$ cat config.mk
export PLATFORM = sky130hd
export DESIGN_NAME = analog_video_lock_detector
export DESIGN_NICKNAME = d
export VERILOG_FILES = /design/src/hw/rtl/avld_pkg.sv /design/src/hw/rtl/avld_csr.sv /design/src/hw/rtl/avld_core.sv /design/src/hw/rtl/analog_video_lock_detector.sv
export SDC_FILE = /design/constraint.sdc
export NUM_CORES = 1
export LEC_CHECK = 0
export BUFFER_PORTS_ARGS = -buffer_cell sky130_fd_sc_hd__buf_2
export CORE_MARGIN = 10
export CORE_UTILIZATION = 50
export CTS_CLUSTER_SIZE = 14
export DETAILED_ROUTE_END_ITERATION = 6
export PLACE_DENSITY_LB_ADDON = 0.25
export SETUP_SLACK_MARGIN = 0.3
export SYNTH_ARGS = -nofsm -noshare
export SYNTH_HDL_FRONTEND = slang
export SYNTH_SLANG_ARGS = --single-unit
$ cat constraint.sdc
create_clock -name clock -period 3.65 [get_ports clock]
set_clock_uncertainty 0.2 [all_clocks]
set_input_delay 0.365 -clock clock [delete_from_list [all_inputs] [get_ports clock]]
set_output_delay 0.365 -clock clock [all_outputs]
set_load 0.05 [all_outputs]
$ cat src/hw/rtl/avld_pkg.sv
// Shared types, register indexes and status masks for the analog video lock detector.
// No dependencies; imported by every module of the block.
package avld_pkg;

   // configuration port widths
   localparam int CSR_INDEX_W = 3;
   localparam int CSR_DATA_W  = 8;

   // register indexes
   localparam logic [CSR_INDEX_W-1:0] REG_DETECT_MODE   = 3'd0;
   localparam logic [CSR_INDEX_W-1:0] REG_START_CHANNEL = 3'd1;
   localparam logic [CSR_INDEX_W-1:0] REG_START_FORMAT  = 3'd2;
   localparam logic [CSR_INDEX_W-1:0] REG_SWITCH_COUNT  = 3'd3;
   localparam logic [CSR_INDEX_W-1:0] REG_LOCK_COUNT    = 3'd4;
   localparam logic [CSR_INDEX_W-1:0] REG_DROP_COUNT    = 3'd5;

   // detect modes
   localparam logic [1:0] MODE_IDLE   = 2'd0;
   localparam logic [1:0] MODE_SCAN   = 2'd1;
   localparam logic [1:0] MODE_ACTIVE = 2'd2;

   // per-channel lock states
   localparam logic [1:0] LS_LOSS   = 2'd0;
   localparam logic [1:0] LS_SEARCH = 2'd1;
   localparam logic [1:0] LS_LOCKED = 2'd2;

   // clamp levels
   localparam logic [1:0] CLAMP_LOSS   = 2'd0;
   localparam logic [1:0] CLAMP_SEARCH = 2'd1;
   localparam logic [1:0] CLAMP_FULL   = 2'd2;

   // previous reading code meaning no reading yet
   localparam logic [1:0] PREV_NONE = 2'd2;

   // status byte masks
   localparam logic [7:0] LOSS_BIT    = 8'h80;
   localparam logic [7:0] PAL_MASK    = 8'hAC;
   localparam logic [7:0] PAL_CODE    = 8'h2C;
   localparam logic [7:0] FMT_MASK    = 8'hAE;
   localparam logic [7:0] FMT_IF_PAL  = 8'h28;
   localparam logic [7:0] FMT_IF_NTSC = 8'h2C;
   localparam logic [7:0] HLOCK_MASK  = 8'h28;
   localparam logic [7:0] VHLOCK_MASK = 8'h68;

   // reset values of the registers
   localparam logic [1:0] RST_DETECT_MODE  = MODE_SCAN;
   localparam logic [3:0] RST_SWITCH_COUNT = 4'd1;
   localparam logic [7:0] RST_LOCK_COUNT   = 8'd10;
   localparam logic [7:0] RST_DROP_COUNT   = 8'd5;

   // settings seen by the step logic
   typedef struct packed {
      logic [1:0] detect_mode;
      logic [3:0] switch_count;
      logic [7:0] lock_count;
      logic [7:0] drop_count;
   } cfg_type;

   // start register writes that reload channel and format
   typedef struct packed {
      logic load_channel;
      logic channel;
      logic load_format;
      logic format;
   } load_type;

   // one result item
   typedef struct packed {
      logic       lock_gained;
      logic [1:0] lock_state;
      logic [1:0] clamp_level;
      logic       clamp_update;
      logic       format_match;
      logic       pal_timing;
      logic       working_format;
      logic       format_switched;
      logic       channel_switched;
      logic       channel;
   } result_type;

   localparam int RESULT_W   = $bits(result_type);
   localparam int RSP_DATA_W = ((RESULT_W + 7) / 8) * 8;

endpackage

$ cat src/hw/rtl/avld_csr.sv
// Configuration register file of the analog video lock detector.
// Depends on avld_pkg for register indexes, reset values and the cfg and load structs.
module avld_csr import avld_pkg::*; (
   input  logic                   clock,
   input  logic                   reset,
   input  logic                   wr_en,
   input  logic [CSR_INDEX_W-1:0] wr_index,
   input  logic [CSR_DATA_W-1:0]  wr_data,
   output cfg_type                cfg,
   output load_type               load
);

   logic [1:0] mode_ff, mode_in;
   logic [3:0] switch_ff, switch_in;
   logic [7:0] lock_ff, lock_in;
   logic [7:0] drop_ff, drop_in;

   // decode one write transfer
   always_comb begin
      mode_in   = mode_ff;
      switch_in = switch_ff;
      lock_in   = lock_ff;
      drop_in   = drop_ff;
      load      = '0;
      load.channel = wr_data[0];
      load.format  = wr_data[0];
      if (wr_en) begin
         unique case (wr_index)
            REG_DETECT_MODE:   mode_in   = wr_data[1:0];
            REG_START_CHANNEL: load.load_channel = 1'b1;
            REG_START_FORMAT:  load.load_format  = 1'b1;
            REG_SWITCH_COUNT:  switch_in = wr_data[3:0];
            REG_LOCK_COUNT:    lock_in   = wr_data[7:0];
            REG_DROP_COUNT:    drop_in   = wr_data[7:0];
            default: ;
         endcase
      end
   end

   always_ff @(posedge clock) begin
      if (reset) begin
         mode_ff   <= RST_DETECT_MODE;
         switch_ff <= RST_SWITCH_COUNT;
         lock_ff   <= RST_LOCK_COUNT;
         drop_ff   <= RST_DROP_COUNT;
      end else begin
         mode_ff   <= mode_in;
         switch_ff <= switch_in;
         lock_ff   <= lock_in;
         drop_ff   <= drop_in;
      end
   end

   assign cfg.detect_mode  = mode_ff;
   assign cfg.switch_count = switch_ff;
   assign cfg.lock_count   = lock_ff;
   assign cfg.drop_count   = drop_ff;

endmodule

$ cat src/hw/rtl/avld_core.sv
// Per-reading step logic and tracking state of the analog video lock detector.
// Depends on avld_pkg; computes the result of one status byte in the accepting cycle.
module avld_core import avld_pkg::*; (
   input  logic       clock,
   input  logic       reset,
   input  logic       step,
   input  logic [7:0] status,
   input  cfg_type    cfg,
   input  load_type   load,
   output result_type res
);

   logic [1:0] prev_ff, prev_in;
   logic [3:0] frc_ff, frc_in;
   logic [7:0] lrc_ff, lrc_in;
   logic       chan_ff, chan_in;
   logic       fmt_ff, fmt_in;
   logic [1:0] state_ff [2];
   logic [1:0] state_in [2];
   logic       pal_ff [2];
   logic       pal_in [2];

   logic       ch;
   logic       det_scan, det_fmt;
   logic       vloss, hl, vhl;
   logic [7:0] want;
   logic [8:0] next_run;
   logic [1:0] st_cur, st_new, clamp;
   logic       ch_sw, fmt_sw, clamp_up, gained;

   // status decode
   assign ch       = chan_ff;
   assign det_scan = (status & LOSS_BIT) == 8'h00;
   assign want     = fmt_ff ? FMT_IF_PAL : FMT_IF_NTSC;
   assign det_fmt  = (status & FMT_MASK) == want;
   assign vloss    = (status & LOSS_BIT) != 8'h00;
   assign hl       = (status & HLOCK_MASK) == HLOCK_MASK;
   assign vhl      = (status & VHLOCK_MASK) == VHLOCK_MASK;
   assign next_run = {1'b0, lrc_ff} + 9'd1;
   assign st_cur   = state_ff[ch];

   // loss / search / locked machine of the current channel
   always_comb begin
      st_new = st_cur;
      lrc_in = lrc_ff;
      gained = 1'b0;
      unique case (st_cur)
         LS_LOSS: begin
            if (hl || vhl) st_new = LS_SEARCH;
         end
         LS_SEARCH: begin
            if (vloss) begin
               lrc_in = '0;
               st_new = LS_LOSS;
            end else if (vhl) begin
               if (next_run >= {1'b0, cfg.lock_count}) begin
                  lrc_in = '0;
                  st_new = LS_LOCKED;
                  gained = 1'b1;
               end else begin
                  lrc_in = next_run[7:0];
               end
            end else begin
               lrc_in = '0;
            end
         end
         LS_LOCKED: begin
            if (vloss) begin
               lrc_in = '0;
               st_new = LS_LOSS;
            end else if (!vhl) begin
               if (next_run >= {1'b0, cfg.drop_count}) begin
                  lrc_in = '0;
                  st_new = LS_SEARCH;
               end else begin
                  lrc_in = next_run[7:0];
               end
            end else begin
               lrc_in = '0;
            end
         end
         default: ;
      endcase
   end

   // next state for one reading
   always_comb begin
      prev_in     = prev_ff;
      frc_in      = frc_ff;
      chan_in     = chan_ff;
      fmt_in      = fmt_ff;
      state_in[0] = state_ff[0];
      state_in[1] = state_ff[1];
      pal_in[0]   = pal_ff[0];
      pal_in[1]   = pal_ff[1];
      ch_sw       = 1'b0;
      fmt_sw      = 1'b0;
      clamp_up    = 1'b0;
      clamp       = CLAMP_LOSS;
      if (cfg.detect_mode == MODE_SCAN) begin
         // two equal presence readings settle the channel, then flip
         clamp_up = 1'b1;
         frc_in   = '0;
         if (prev_ff != {1'b0, det_scan}) begin
            prev_in = {1'b0, det_scan};
         end else begin
            state_in[ch] = {1'b0, det_scan};
            pal_in[ch]   = (status & PAL_MASK) == PAL_CODE;
            chan_in      = ~ch;
            ch_sw        = 1'b1;
            prev_in      = PREV_NONE;
         end
      end else if (cfg.detect_mode == MODE_ACTIVE) begin
         // count readings that show the other format
         if (prev_ff != {1'b0, det_fmt}) begin
            prev_in = {1'b0, det_fmt};
            frc_in  = '0;
         end else if (frc_ff < cfg.switch_count) begin
            frc_in = frc_ff + 4'd1;
         end
         if (det_fmt && frc_in == cfg.switch_count) begin
            fmt_in       = ~fmt_ff;
            fmt_sw       = 1'b1;
            state_in[ch] = LS_LOSS;
         end else begin
            state_in[ch] = st_new;
            clamp_up     = 1'b1;
            if (st_new == LS_SEARCH) clamp = vhl ? CLAMP_FULL : CLAMP_SEARCH;
            else                     clamp = st_new;
         end
      end
   end

   // state registers; start register writes reload channel and format
   always_ff @(posedge clock) begin
      if (reset) begin
         prev_ff     <= PREV_NONE;
         frc_ff      <= '0;
         lrc_ff      <= '0;
         chan_ff     <= 1'b0;
         fmt_ff      <= 1'b0;
         state_ff[0] <= LS_LOSS;
         state_ff[1] <= LS_LOSS;
         pal_ff[0]   <= 1'b0;
         pal_ff[1]   <= 1'b0;
      end else begin
         if (step) begin
            prev_ff     <= prev_in;
            frc_ff      <= frc_in;
            chan_ff     <= chan_in;
            fmt_ff      <= fmt_in;
            state_ff[0] <= state_in[0];
            state_ff[1] <= state_in[1];
            pal_ff[0]   <= pal_in[0];
            pal_ff[1]   <= pal_in[1];
            if (cfg.detect_mode == MODE_SCAN) lrc_ff <= '0;
            else if (cfg.detect_mode == MODE_ACTIVE && !fmt_sw) lrc_ff <= lrc_in;
         end
         if (load.load_channel) chan_ff <= load.channel;
         if (load.load_format)  fmt_ff  <= load.format;
      end
   end

   // result as seen after this reading
   assign res.channel          = chan_in;
   assign res.channel_switched = ch_sw;
   assign res.format_switched  = fmt_sw;
   assign res.working_format   = fmt_in;
   assign res.pal_timing       = pal_in[chan_in];
   assign res.format_match     = fmt_in == pal_in[chan_in];
   assign res.clamp_update     = clamp_up;
   assign res.clamp_level      = clamp;
   assign res.lock_state       = state_in[chan_in];
   // lock gain counts only when the machine actually ran
   assign res.lock_gained      = gained && (cfg.detect_mode == MODE_ACTIVE) && !fmt_sw;

endmodule

$ cat src/hw/rtl/analog_video_lock_detector.sv
// Top level of the analog video lock detector: stream ports, register file, step logic, result register.
// Depends on avld_pkg, avld_csr and avld_core.
//
//  channel  | direction | width | contents
//  req_     | in        | 8     | status_byte
//  rsp_     | out       | 16    | channel .. lock_gained, zero filled
//  csr_     | in        | 3+8   | register index, write data
//
// One status byte per cycle while req_tready is high; rsp registers each result at its transfer.
// All tracking state is updated in the accepting cycle by one level of compare/count logic.
// req_tready drops only while the rsp register is full and rsp_tready is low.
// Synchronous reset clears state and loads register defaults; csr writes are always taken.
module analog_video_lock_detector import avld_pkg::*; (
   input  logic                   clock,
   input  logic                   reset,
   // status_byte [7:0]
   input  logic [7:0]             req_tdata,
   input  logic                   req_tvalid,
   output logic                   req_tready,
   // channel [0], channel_switched [1], format_switched [2], working_format [3],
   // pal_timing [4], format_match [5], clamp_update [6], clamp_level [8:7],
   // lock_state [10:9], lock_gained [11], zero [15:12]
   output logic [RSP_DATA_W-1:0]  rsp_tdata,
   output logic                   rsp_tvalid,
   input  logic                   rsp_tready,
   input  logic [CSR_INDEX_W-1:0] csr_index,
   input  logic [CSR_DATA_W-1:0]  csr_data,
   input  logic                   csr_valid,
   output logic                   csr_ready
);

   cfg_type    cfg;
   load_type   load;
   result_type res;
   logic       step;
   logic       rsp_valid_ff, rsp_valid_in;
   result_type rsp_data_ff;

   assign csr_ready  = 1'b1;
   assign req_tready = !rsp_valid_ff || rsp_tready;
   assign step       = req_tvalid && req_tready;

   avld_csr u_csr (
      .clock    (clock),
      .reset    (reset),
      .wr_en    (csr_valid && csr_ready),
      .wr_index (csr_index),
      .wr_data  (csr_data),
      .cfg      (cfg),
      .load     (load)
   );

   avld_core u_core (
      .clock  (clock),
      .reset  (reset),
      .step   (step),
      .status (req_tdata),
      .cfg    (cfg),
      .load   (load),
      .res    (res)
   );

   // result register
   always_comb begin
      rsp_valid_in = rsp_valid_ff;
      if (step)            rsp_valid_in = 1'b1;
      else if (rsp_tready) rsp_valid_in = 1'b0;
   end

   always_ff @(posedge clock) begin
      if (reset) rsp_valid_ff <= 1'b0;
      else       rsp_valid_ff <= rsp_valid_in;
   end

   always_ff @(posedge clock) begin
      if (step) rsp_data_ff <= res;
   end

   assign rsp_tvalid = rsp_valid_ff;
   assign rsp_tdata  = {{(RSP_DATA_W-RESULT_W){1'b0}}, rsp_data_ff};

endmodule

Word-level counts from Yosys, hierarchy flattened. Memory sizes are Yosys's and may differ from the RTL's. A register that Yosys moved wholly into a read port is not among the register bits. Cells that the tools add are included.

$add $sub $neg: 2. Order comparisons: 6. Eq/ne operators: 18. Mux-type cells: 85. Bitwise gates (word level): 11. Reduce and logical (&&, ||, !) cells: 28.

Operators with widths (number): 2-to-1 mux 8 bit (8); 2-to-1 mux 2 bit (21); 2-to-1 mux 4 bit (10); 2-to-1 mux 1 bit (38); greater-or-equal comparator 9 x 8 -> 1 bit (2); case mux 8 bit (2 select lines) (1); nonzero test 2 bit (6); AND reduction 2 bit (5); adder 8 x 1 -> 9 bit (second input constant) (1); == test 3 bit (second input constant) (3); bitwise mux 4 bit (2); == test 8 bit (1); zero test 8 bit (1); == test 2 x 1 -> 1 bit (second input constant) (3); == test 2 bit (second input constant) (3); == test 3 x 2 -> 1 bit (second input constant) (2); logical AND 1 bit (6); case mux 2 bit (3 select lines) (1); AND reduction 3 bit (2); adder 4 x 1 -> 4 bit (second input constant) (1); AND 4 bit (1); == test 4 x 3 -> 1 bit (second input constant) (1); == test 4 bit (1); greater-or-equal comparator 2 bit (second input constant) (2); 19 further kinds (28).

Bits in registers: 51. RAM bits: 6. Input port bits: 24. Output and inout bits: 19. Word-level logic and storage cells: 172. Memories: 2.

Memory list: u_core.state_ff (depth 2, bits a word 2, rd ports 3, clocked after Yosys merged registers in 1, wr ports 2, line avld_core.sv:18) `logic [1:0] state_ff [2];`; u_core.pal_ff (depth 2, bits a word 1, rd ports 2, clocked after Yosys merged registers in 0, wr ports 2, line avld_core.sv:20) `logic pal_ff [2];`.

Depth between registers and ports, before layout. Gate-level depths: netlist (run 1).

Depth after elaboration: 15. Depth in mapped cells: 14. Depth with buffers taken out: 14.

Cells and area by module. A second synthesis (run 1) with hierarchy kept.

Cell total of the unflattened synthesis: 417. Area total of the unflattened synthesis: 3847.4 µm².

By module, submodules not included: avld_core (times used 1, cells an instance 300, area an instance 2402.3 µm², seq. area each 520.5 µm²); avld_csr (times used 1, cells an instance 93, area an instance 984.7 µm², seq. area each 440.4 µm²); analog_video_lock_detector (times used 1, cells an instance 24, area an instance 460.4 µm², seq. area each 380.4 µm²).

Worst setup path before layout (run 1). No wires, ideal clock.

Path type: reg2reg. Start: register u_core.lrc_ff[0]. End: register rsp_data_ff, in the netlist rsp_tdata[10] (data pin). Setup time: 269 ps. Arrival time: 2784 ps. Required time: 3181 ps. Slack: 397 ps. Cell stages (with the launch flop): 14. Buffers on the path: 0. Period minus slack after synthesis: 3253 ps. Path through: dfxtp_1 ha_1 and3_1 nand3_1 xnor2_1 ha_1 a41o_1 a21oi_1 o21ai_0 a31o_2 a211oi_1 a21oi_1 a211oi_1 a21oi_1.

RTL lines: from (decl) (line avld_core.sv:15) `logic [7:0] lrc_ff, lrc_in;`; from (signal assigned) (line avld_core.sv:157) `else if (cfg.detect_mode == MODE_ACTIVE && !fmt_sw) lrc_ff <= lrc_in;`; to (signal assigned) (line analog_video_lock_detector.sv:76) `if (step) rsp_data_ff <= res;`; to (decl) (line analog_video_lock_detector.sv:37) `result_type rsp_data_ff;`.

Worst setup path after layout (run 1).
Start: register u_core.lrc_ff[1]. End: register rsp_data_ff, in the netlist rsp_tdata[7] (data pin).

Longest elaborated chain between the ends: 8. Elaborated cells on any way between the ends: 12. Classes of those cells: add/sub: 1; order compare: 2; eq/ne: 1; mux: 8.

RTL lines: adder 8 x 1 -> 9 bit * (line avld_core.sv:39) `assign next_run = {1'b0, lrc_ff} + 9'd1;`; greater-or-equal comparator 9 x 8 -> 1 bit (on tied branches) (line avld_core.sv:72, avld_core.sv:56); 2-to-1 mux 2 bit (on tied branches) (line avld_core.sv:72, avld_core.sv:56); 2-to-1 mux 2 bit (on tied branches) (line avld_core.sv:71, avld_core.sv:55); 2-to-1 mux 2 bit (on tied branches) (line avld_core.sv:68, avld_core.sv:52); case mux 2 bit (3 select lines) * (line avld_core.sv:47) `unique case (st_cur)`; == test 2 x 1 -> 1 bit (line avld_core.sv:128) `if (st_new == LS_SEARCH) clamp = vhl ? CLAMP_FULL : CLAMP_SEARCH;`; 2-to-1 mux 2 bit * (line avld_core.sv:128).

Mark *: on every way between the ends. The rest lies on a longest branch, timed or not. A chain may end at the register's enable or synchronous reset.

==> flow_summary.toml, run 1 <==
[route]
finalWirelength_um = 8597
drt_first_pass_iters = 5
drtIter0Drc = 153
dr_total_vias = 3139
drc = 0
wl_per_cell_um = 15.30
vias_per_cell = 5.585
ant_nets = 0

[power]
power_frac_seq_pct = 47.0
ir_worst_vdd_v = 0.0002298
p_clk_share_pct = 36.6
power_frac_comb_pct = 16.3
finalPower_w = 0.001513
swShare_pct = 28.52
p_leak_nw = 1.719
power_density_nw_per_um2 = 359.6
p_sw_w = 0.0004316
internal_power_w = 0.001082

[clock_network]
h-tree-depth = 3
clockBufferDepth = 2
clock_sinks = 58
ctsHoldBuffers = 0
clk_pin_slew_ns = 0.06
cts_tree = "built"
clock_latency_ns = 0.34
cts-buffers-inserted = 9
ctsRootBufferMaster = "clkbuf_8"

[worst_setup_path]
crit_chain = "ha_4 -> and3_2 -> nand3_2 -> xnor2_2 -> ha_1 -> a41o_1 -> a21oi_1 -> o21ai_1 -> a31oi_1 -> a211oi_2 -> buf_4 -> buf_4 -> a211oi_1"
required_ns = 3.61
worstPathMaxFanout = 5
cpMaxStageDelayCell = "dfxtp_1"
cpMostUsedCell = "buf_4"
startpoint_type = "flip-flop"
crit_path_end_kind = "flip-flop"
cp_slowest_stage_delay_ns = 0.41
path_class = "flip-flop to flip-flop"
critPathTopFamily = "compound AO/OA/AOI/OAI gates"
path_buf_inv = 2
arrival_ns = 3.24

[sta]
final.setup.tns_ns = 0
drv_slew = 0
finalHoldViolCount = 0
fin_crit_sh_pct = 89.81
relSlewSlack_pct = 30.40
worst_pin_slew_ns = 1.036
setup_violations = 0
fmax_mhz = 305.1
whs_ns = 0.07443
rsz0062_at_grt = "true"
fin_crit_ns = 3.278

[synth]
synth_top_family_by_area = "simple AND/OR/NAND/NOR gates"
syn_area_um2 = 3607
synth_adder_area_share_pct = 7.978
postSynthAreaPerCell_um2 = 8.568
synth_top_cell_by_area = "dfxtp_1"
ys_top_cells_by_area = "dfxtp_1, edfxtp_1, ha_1"
synth-simple-area-share_pct = 21.33
synth_seq_area_share_pct = 37.18
synth_common_cells = "nand2_1, dfxtp_1, nor2_1"
synth_most_common_cell = "nand2_1"
async_flop_share_pct = 0
yosys_warnings = 0
synth-main-ff-cell = "dfxtp_1"
synth_compound_area_share_pct = 18.56
synth.area.mux_share_pct = 4.648
synth-xor-area-share_pct = 4.370
synthDistinctLibCells = 64
synthCells = 421
synth-edff-count = 18
synth.top_cell.area_share_pct = 22.20
yosys_register_bits = 58

[layout]
num_antenna_cells = 0
syn_to_final_growth_pct = 16.65
multi_input_area_um2 = 2193
fill_cells = 642
seqCellArea_um2 = 1344
final_area_um2 = 4208
nets = 508
drive_gt1_share_pct = 20.17
layout.cells.non_filler = 562

[floorplan]
die-area_um2 = 11010
start_util_pct = 52.23
rows = 30
coreArea_um2 = 6907
dieWidth_um = 104.9
die_y_um = 104.9
ios = 43

[global_route]
grt_pass1_wl_um = 14300
grt_pass1_vias = 3016
grt-ovfl-total = 0
grt_max_degree = 35
grtUsageTotal_pct = 15.31
antenna_found_initial = 0

[place]
dpl.hpwl_um = 6209
gp_congestion = 0.8923
placed_area_um2 = 3876
port_buffers = 35
place_inst = 543

[hold_path]
hold_path.class = "input port to flip-flop"

[outcome]
status = "completed"

[flow_run]
maxCapViolCount = 0
sequential cells by signal (all words and copies together) (netlist names), named ones only:
signal,flops
u_core.ch,1
u_csr.switch_ff,4
u_core.lrc_ff,8
u_core.prev_ff,2
u_csr.mode_ff,2
rsp_tdata,12
u_core.pal_ff,2
u_core.state_ff,4
u_core.fmt_ff,1
u_csr.lock_ff,8
u_core.frc_ff,4
u_csr.drop_ff,8
rsp_tvalid,1
layout by cell type, fill, tap and decap left out, types with 5 or more instances in the layout:
cell type / instances
dfxtp_1: 38
conb_1: 5
buf_2: 35
nand2b_1: 7
nand3b_1: 5
o21ai_0: 13
inv_1: 29
a21oi_2: 5
a21oi_1: 29
nor3_1: 9
clkbuf_8: 10
ha_1: 22
nor2_1: 37
xnor2_1: 12
edfxtp_1: 18
nand2_1: 45
nor2b_1: 7
mux2i_1: 13
buf_4: 10
nand3_1: 11
a211o_1: 6
final timing paths:
path | from | to | slack, ns | depth (start not counted)
worst max register to register | u_core.lrc_ff[1] | rsp_tdata[7] | 0.37 | 13
worst min-delay path | csr_data[6] | u_csr.drop_ff[6] | 0.07 | 3
worst max-delay path | u_core.lrc_ff[1] | rsp_tdata[7] | 0.37 | 13
worst min register to register | u_csr.drop_ff[4] | u_csr.drop_ff[4] | 0.25 | 2
tightest hold or removal path: cells and delay by family:
family | cells | cell delay, ns
simple gates | 1 | 0.05
buf+inv | 1 | 0.10
compound gates | 1 | 0.05
metrics by stage:
stage	worst slack (ns)	util (%)
final	0.3719	60.92
after global routing	0.1593	60.92
after CTS	0.3344	59.55
after detailed placement	0.1518	56.12
after global placement	0.1968	56.12
after floorplan	0.3966	-
repair_timing:
action	in CTS	in global routing
setup buffers	1	2
pin swaps	1	4
resized for setup	10	18
endpoints found under the setup margin	8	17
area by class of cell:
| cell class | instances | share of cell area [%] |
|---|---|---|
| inverters | 31 | 2.765 |
| multi-input cells | 316 | 52.13 |
| well taps | 96 | 2.855 |
| clock inverters | 2 | 0.2379 |
| flip-flops and latches | 58 | 31.94 |
| repair buffers | 45 | 5.947 |
| clock buffers | 14 | 4.133 |
logic make-up (layout without fill, tap and decap cells):
| group | count (synthesis) | in the layout |
|---|---|---|
| buf+inv | 50 | 92 |
| other cells | 2 | 5 |
| mux | 16 | 16 |
| compound gates | 100 | 100 |
| simple gates | 154 | 154 |
| flops | 58 | 58 |
| fa+ha+maj | 23 | 23 |
| xor+xnor | 18 | 18 |
routing by layer:
metal	vias up	wire length [um]	global-route usage (%)
met1	1439	4128	20.66
li1	1584	-	-
met5	-	0	0
met3	13	486	3.256
met4	0	122	5.980
met2	103	3859	23.27
power groups by stage:
stage | Sequential [W] | Combinational, W | Clock (W)
after floorplan | 0.000757 | 0.000138 | 0
after global placement | 0.000725 | 0.000226 | 0
after detailed placement | 0.000725 | 0.000229 | 0
after CTS | 0.000711 | 0.000235 | 0.000559
after global routing | 0.000715 | 0.000270 | 0.000586
final | 0.000712 | 0.000247 | 0.000554
(Power assumes the default switching activity.)
==> run 2: changes to the inputs <==
- ABC_AREA: default -> 1
- CORE_MARGIN: 10 -> default
- SETUP_SLACK_MARGIN: 0.3 -> 0.5
==> flow_summary.toml, run 2 <==
[power]
swShare_pct = 33.04
p_leak_nw = 2.004
ir_worst_vdd_v = 0.0001673
p_sw_w = 0.0005431
internal_power_w = 0.001101
power_frac_comb_pct = 22.7
power_frac_seq_pct = 43.8
p_clk_share_pct = 33.5
power_density_nw_per_um2 = 373.1

[global_route]
use_met3_pct = 3.172
antenna_found_initial = 0
gr-max-usage-layer = "met2"
grt-ovfl-total = 0
grt_pass1_wl_um = 13740
grt_pass1_vias = 3149
grtUsageTotal_pct = 22.67
met2_usage_pct = 39.44
globalRouteMet1Util_pct = 27.60
grt_max_degree = 27

[layout]
final_cell_mix = "nand2_1, inv_1, nor2_1, a21oi_1, dfxtp_1"
final_common_cell = "nand2_1"
syn_to_final_growth_pct = 18.59
nets = 601
largest_reg_flops = 12
final_area_um2 = 4407
drive_gt1_share_pct = 22.54
num_antenna_cells = 0

[sta]
drv_slew = 0
relSlewSlack_pct = 54.06
fin_crit_ns = 3.104
worst_pin_slew_ns = 0.6883
finalHoldViolCount = 0
fmax_mhz = 322.2
final.setup.tns_ns = 0
fin_crit_sh_pct = 85.04
rsz0062_at_grt = "true"
setup_violations = 0
whs_ns = 0.06839

[place]
dpl.hpwl_um = 6100
gp_congestion = 0.8736
placed_area_um2 = 3951
port_buffers = 35

[floorplan]
coreArea_um2 = 7214
dieWidth_um = 88.21
die-area_um2 = 7781
start_util_pct = 51.51
ios = 43
die_y_um = 88.21
rows = 31

[synth]
synthCells = 506
ys_top_cells_by_area = "dfxtp_1, edfxtp_1, nand2_1"
synth-edff-count = 18
synthDistinctLibCells = 39
synth_common_cells = "nand2_1, inv_1, nor2_1"
synth_seq_area_share_pct = 36.09
synth_top_cell_by_area = "dfxtp_1"
async_flop_share_pct = 0
synth-main-ff-cell = "dfxtp_1"
synth.top_cell.area_share_pct = 21.55
yosys_register_bits = 58
postSynthAreaPerCell_um2 = 7.344
synth_most_common_cell = "nand2_1"
yosys_warnings = 0
syn_area_um2 = 3716

[worst_setup_path]
required_ns = 3.55
arrival_ns = 3.00
cpMostUsedCell = "nand2_1"
worstPathMaxFanout = 4
path_class = "flip-flop to flip-flop"
crit_path_end_kind = "flip-flop"
cpMaxStageDelayCell = "dfxtp_4"
critPathTopFamily = "simple AND/OR/NAND/NOR gates"
crit_chain = "ha_2 -> nand2_2 -> nor2_4 -> xor2_2 -> ha_1 -> a21o_1 -> nor2_1 -> nor2_1 -> nor2_2 -> nand3_4 -> nand3_4 -> nand3_2 -> nand2_2 -> o21bai_1 -> nand2_1 -> nand2_1 -> nand2_1 -> nand2_1"
startpoint_type = "flip-flop"
path_buf_inv = 0
cp_slowest_stage_delay_ns = 0.37

[clock_network]
ctsRootBufferMaster = "clkbuf_8"
h-tree-depth = 3
cts_tree = "built"
clock_sinks = 58
ctsHoldBuffers = 0
clockBufferDepth = 2
clk_pin_slew_ns = 0.07
clock_latency_ns = 0.34
cts-buffers-inserted = 9

[route]
ant_nets = 0
drc = 0
drtIter0Drc = 167
drt_first_pass_iters = 4
finalWirelength_um = 8649
dr_total_vias = 3388
wl_per_cell_um = 13.14
vias_per_cell = 5.149

[hold_path]
hold_path.class = "input port to flip-flop"

[outcome]
status = "completed"

[flow_run]
maxCapViolCount = 0
run 2: cell types whose count changed in the layout (fill, tap and decap cells not counted), moves of 11 or more:
cell,before,now
a21oi_1,29,41
inv_1,29,70
mux2i_1,13,0
nand2_1,45,102
nand2_2,0,14
nand3_1,11,23
nor2_1,37,53
o21ai_0,13,27
xnor2_1,12,1
run 2: worst paths after layout:
path	startpoint	to	slack (ns)	cells past startpoint
setup / recovery	u_core.lrc_ff[0]	rsp_tdata[10]	0.55	18
hold / removal	csr_data[1]	u_csr.lock_ff[1]	0.07	3
setup reg to reg	u_core.lrc_ff[0]	rsp_tdata[10]	0.55	18
hold reg to reg	u_csr.lock_ff[4]	u_csr.lock_ff[4]	0.26	2
run 2: layout make-up:
cell class | count | area [um^2]
Multi-Input combinational cell | 361 | 2198
Sequential cell | 58 | 1354
Timing Repair Buffer | 46 | 257.7
Fill cell | 652 | 2808
Clock buffer | 11 | 151.4
Tap cell | 99 | 123.9
Clock inverter | 5 | 28.78
Inverter | 78 | 292.8
run 2: logic make-up after synthesis:
kind of cell | after synthesis | synth area share (%)
flops | 58 | 36.09
fa+ha+maj | 23 | 7.744
compound gates | 96 | 15.52
xor+xnor | 9 | 2.121
buf+inv | 90 | 10.10
simple gates | 228 | 28.22
other cells | 2 | 0.2021
run 2: power groups by stage:
stage | combinational [W] | sequential [W] | clock [W]
final | 0.000374 | 0.000720 | 0.000550
after detailed placement | 0.000324 | 0.000734 | 0
after global routing | 0.000415 | 0.000724 | 0.000589
after floorplan | 0.000218 | 0.000770 | 0
after global placement | 0.000315 | 0.000733 | 0
after CTS | 0.000330 | 0.000720 | 0.000556
run 2: metal layers:
| metal | share of wire (%) | wire, um |
|---|---|---|
| met4 | 2.4 | 205 |
| met3 | 3.5 | 307 |
| met2 | 50 | 4329 |
| met1 | 44 | 3806 |
| met5 | 0 | 0 |
run 2: timing repair:
action | in CTS | in global routing
setup endpoints to repair | 15 | 16
pin swaps | 3 | 20
buffers inserted | 1 | 9
resized for setup | 8 | 30
run 2: worst reg2reg max path, cell delays in order (launching register included):
cell      delay [ns]
dfxtp_4         0.37
ha_2            0.20
nand2_2         0.07
nor2_4          0.18
xor2_2          0.29
ha_1            0.32
a21o_1          0.17
nor2_1          0.10
nor2_1          0.06
nor2_2          0.12
nand3_4         0.14
nand3_4         0.11
nand3_2         0.10
nand2_2         0.09
o21bai_1        0.07
nand2_1         0.08
nand2_1         0.08
nand2_1         0.07
nand2_1         0.06
run 2: per-stage QoR:
| stage | util [%] | std cells | total power, W | setup WS (ns) |
|---|---|---|---|---|
| floorplan | - | 509 | 0.0009874 | 0.7894 |
| global placement | 54.77 | 632 | 0.001048 | 0.3661 |
| detailed placement | 54.77 | 632 | 0.001058 | 0.2827 |
| CTS | 58.00 | 649 | 0.001606 | 0.5013 |
| global route | 61.08 | 658 | 0.001728 | 0.3400 |
| finish | 61.08 | 658 | 0.001644 | 0.5461 |
